[config.mk]
export PLATFORM = sky130hd
export DESIGN_NAME = chd_ram
export DESIGN_NICKNAME = d
export VERILOG_FILES = /design/src/rtl/core/chd_ram.sv
export SDC_FILE = /design/constraint.sdc
export NUM_CORES = 2
export LEC_CHECK = 0
export BUFFER_PORTS_ARGS = -buffer_cell sky130_fd_sc_hd__buf_2
export CELL_PAD_IN_SITES_DETAIL_PLACEMENT = 0
export CELL_PAD_IN_SITES_GLOBAL_PLACEMENT = 1
export CORE_AREA = 2 2 598 451
export CTS_BUF_LIST = sky130_fd_sc_hd__clkbuf_2
export CTS_CLUSTER_SIZE = 28
export DETAILED_ROUTE_END_ITERATION = 16
export DIE_AREA = 0 0 600 453
export GPL_ROUTABILITY_DRIVEN = 0
export PLACE_DENSITY_LB_ADDON = 0.08
export SYNTH_ARGS = -nofsm -noshare
export SYNTH_HDL_FRONTEND = slang
export SYNTH_SLANG_ARGS = --single-unit
[constraint.sdc]
create_clock -name clk -period 4.4 [get_ports clk]
set_input_delay 0.88 -clock clk [delete_from_list [all_inputs] [get_ports clk]]
set_output_delay 0.88 -clock clk [all_outputs]
set_load 0.01 [all_outputs]
[src/rtl/core/chd_ram.sv]
// ----------------------------------------------------------------------------
// Generic RAM
// One write port, one read port, registered read data.
// ----------------------------------------------------------------------------
module chd_ram #(
	parameter int WIDTH = 8,
	parameter int DEPTH = 256
) (
	input  logic                     clk,
	input  logic                     we,
	input  logic [$clog2(DEPTH)-1:0] waddr,
	input  logic [WIDTH-1:0]         wdata,
	input  logic [$clog2(DEPTH)-1:0] raddr,
	output logic [WIDTH-1:0]         rdata
);

	logic [WIDTH-1:0] mem [DEPTH];

	// write and registered read
	always_ff @(posedge clk) begin
		if (we) begin
			mem[waddr] <= wdata;
		end
		rdata <= mem[raddr];
	end

endmodule

After elaboration in Yosys (flattened, before gate mapping):

Memory sizes are Yosys's and may differ from the RTL's. A register that Yosys moved wholly into a read port is not among the register bits.
Index checks and enable logic that the tools add are counted.

* flip-flop bits (word level): 0
* memories: 1
* logic and storage cells: 3
* input port bits: 26
* RAM bits: 2048
* output and inout port bits: 8

Memory list
* mem: words 256, bits a word 8, rd ports 1, clocked after memory_dff 1, write ports 1, RTL line 17 `logic [WIDTH-1:0] mem [DEPTH];`

* muxes and demuxes: 2

Operator list (count)
* 1-bit two-way mux: 2

Longest topological paths before layout:

* depth after elaboration: 2
* depth in mapped cells: 11
* gate-level depth less buffers: 6

Worst setup path after synthesis:

OpenSTA, ideal clock, no wires.

* path type: input to register
* from: input raddr[0]
* to: register rdata[2], read port of mem
* path buffers: 4
* setup slack: 1582 ps
* arrival: 2687 ps
* stages on the path: 9
* data required time: 4269 ps
* setup time: 131 ps
* path through: buf_6 buf_12 buf_8 buf_2 mux4_2 a22oi_1 a21oi_1 nor4_1 nor4_2

RTL lines
* from (decl): RTL line 13 `input logic [$clog2(DEPTH)-1:0] raddr,`
* to (decl): RTL line 14 `output logic [WIDTH-1:0] rdata`

Worst setup path after layout:

* from: register rdata[2], read port of mem
* to: output rdata[2]

No word-level cell between the ends.

==> impl_metrics.yaml <==
worst_setup_path:
  path_cells: "buf_2"
  required_ns: 3.52
  slowest_delay_ns: 0.53
  r2r-start: "mem[46][0]"
  cp_data_arrival_time_ns: 2.45
  worst_setup_path_start_kind: "flip-flop"
  cp_max_fo: 1
  cp-end-kind: "primary output"
  r2r_cells: 6
  reg2reg_to: "rdata[0]"
  regToRegSetupSlack_ns: 1.58
  crit_family: "flip-flops"
  crit_end: "rdata[2]"
  crit_type: "reg -> out"
  startpoint: "rdata[2]"
  worst-path-stages: 1
  cp_num_buf_inv: 1
  cp_slowest_cell: "dfxtp_1"
global_route:
  busiest_layer: "met1"
  grt_pass1_vias: 43090
  grt_pass1_wl_um: 348300
  grt-ovfl-total: 0
  grt_antenna_before_repair: 33
  grt_use_met3_pct: 3.463
  grt_start_max_net_pins: 114
  grt_use_total_pct: 18.41
  use_met1_pct: 27.70
  grt_util_met2_pct: 27.25
synth:
  avgSynthCellArea_um2: 21.31
  ys_types: 55
  yosys.area.top_type: "edfxtp_1"
  synthArstFlopShare_pct: 0
  synth-edff-count: 2048
  synth_top_area_share_pct: 77.30
  synth-seq-cells: 2056
  syn_inst: 3733
  yosysSeqAreaShare_pct: 77.50
  syn_nets: 3759
  synth_top_cells_by_area: "edfxtp_1 (77%), mux4_2 (13%), mux2i_1 (1.7%)"
  yosys_warnings: 0
  ys.flop_type: "edfxtp_1"
  netlist_area_um2: 79560
detailed_routing:
  drt_wl_total_um: 251900
  wire_per_inst_um: 30.10
  firstDrtPassIters: 5
  drt_iter0_drc: 3724
  vias: 41270
  drc: 0
  ant_nets: 0
  avgViaCountPerCell: 4.932
die:
  die_h_um: 453
  core_area_um2: 265700
  rows: 164
  ioPinCount: 34
  die-area_um2: 271800
  die_w_um: 600
  initial_core_util_pct: 29.94
clock_tree:
  cts_made_buffers: 544
  clock_sinks: 2056
  cts_buffer_depth: 4
  cts_setup_buffers: 0
  cts_hold_buffers: 27
  h-tree-depth: 6
  cts_tree: "done"
  post_cts_resized: 0
  ctsRootBufferMaster: "clkbuf_2"
  insertion_delay_ns: 1.73
  clkTransAtPathRegs_ns: 0.11
timing:
  setup_tns_ns: 0
  fmax_mhz: 300.4
  setup_viol: 0
  rsz0062_at_grt: "false"
  relSlewSlack_pct: 23.70
  post-route-period-util_pct: 75.65
  maxSlewViolCount: 0
  skew_ns: 0.1514
  worst_pin_slew_ns: 1.134
  hold_ws_ns: 0.2606
  fin_crit_ns: 3.329
  finalHoldViolCount: 0
  setup_ws_ns: 1.071
cells_and_area:
  final_area_um2: 90870
  final-instance-count-excl-fill: 8369
  nNetsFinal: 4473
  final_layout_size_suffix_gt1_share_pct: 35.09
  syn2layout_area_growth_pct: 14.22
pwr:
  powerDensity_nw_per_um2: 408.2
  leakagePower_nw: 29.00
  irDropWorstVdd_mv: 0.1764
place:
  placed_cells: 7443
  dp_slack_ns: 0.02905
  dpl.hpwl_um: 159000
  portBuffers: 33
  placed_cell_area_um2: 85990
min_path:
  hp-class: "in -> reg"
job:
  max_cap_violations: 0
status:
  status: "complete, no violations"
-- registers in the layout (all words and copies together) (netlist names) --
signal	flops
rdata	8
mem	2048
-- power breakdown --
part | leakage (nW) | switching (mW) | internal (mW) | total (mW)
clock | 3.57 | 8.01 | 5.19 | 13.2
combinational | 6.96 | 1.50 | 0.787 | 2.29
sequential | 18.5 | 0.0352 | 21.6 | 21.6
-- layout make-up --
class,instances,area (um^2)
Antenna cell,15,37.54
Clock buffer,780,3904
Clock inverter,104,664.4
Fill cell,25390,174900
Inverter,2,7.507
Multi-Input combinational cell,1442,16540
Sequential cell,2056,61660
Tap cell,3569,4466
Timing Repair Buffer,401,3591
-- metal layers --
metal,up-vias,share of wire [%]
met3,356,5.2
met5,-,0.012
li1,17420,-
met2,1238,44
met4,6,1.9
met1,22250,48
-- kinds of logic after synthesis --
family | synth area share [%]
flops | 77.50
buf+inv | 1.831
mux | 14.62
compound gates | 3.419
simple gates | 2.628
-- metrics by stage --
step	power, mW	util, %
2_1_floorplan	23.08	-
3_3_place_gp	24.37	32.36
3_5_place_dp	24.37	32.36
4_1_cts	37.78	34.18
5_1_grt	38.79	34.19
6_report	37.09	34.20
-- worst min path at each step --
stage / slack, ns / from / depth (start not counted) / end
after floorplan: 0.77 / mem[40][3] / 6 / rdata[3]
after global placement: 0.97 / mem[32][5] / 6 / rdata[5]
after detailed placement: 1.04 / mem[40][3] / 6 / rdata[3]
after CTS: 0.003 / raddr[4] / 4 / rdata[6]
after global routing: 0.08 / raddr[4] / 4 / rdata[6]
final: 0.26 / wdata[6] / 2 / mem[82][6]
-- cell usage in the layout, fill, tap and decap left out, drive strengths merged, types with 4 or more instances in the layout --
| cell type | instances |
|---|---|
| a2111oi | 5 |
| a211oi | 16 |
| a21oi | 96 |
| a221oi | 14 |
| a22o | 8 |
| a22oi | 133 |
| and2 | 6 |
| buf | 374 |
| bufinv | 9 |
| clkbuf | 780 |
| clkinv | 73 |
| clkinvlp | 6 |
| dfxtp | 8 |
| diode | 15 |
| dlygate4sd3 | 27 |
| edfxtp | 2048 |
| inv | 18 |
| mux2i | 134 |
| mux4 | 456 |
| nand2 | 33 |
| nand2b | 8 |
| nand3 | 34 |
| nand4 | 10 |
| nor2 | 282 |
| nor2b | 31 |
| nor3 | 22 |
| nor4 | 27 |
| o211ai | 10 |
| o21ai | 12 |
| o221ai | 47 |
| o22a | 5 |
| o22ai | 28 |
| o32ai | 5 |
| or2 | 4 |
-- cell usage after synthesis (3+ instances only) --
cell	n
o211ai_1	10
o21ai_0	10
mux4_2	454
clkbuf_1	111
nor2b_1	31
buf_8	13
or2_2	4
a22o_1	8
a211oi_1	16
o22a_1	5
o32ai_1	4
a22oi_1	133
buf_12	8
buf_4	27
and2_1	6
nor2_1	282
buf_2	31
buf_1	22
o221ai_1	46
nand4_1	10
a21oi_1	96
o22ai_1	28
a221oi_1	13
nor4_2	3
mux2i_1	134
nand2_1	33
edfxtp_1	2048
nand3_1	34
nor4_1	24
nor3_1	22
buf_6	21
dfxtp_1	8
nand2b_1	8
No activity file was read; power rests on OpenSTA's default activity.
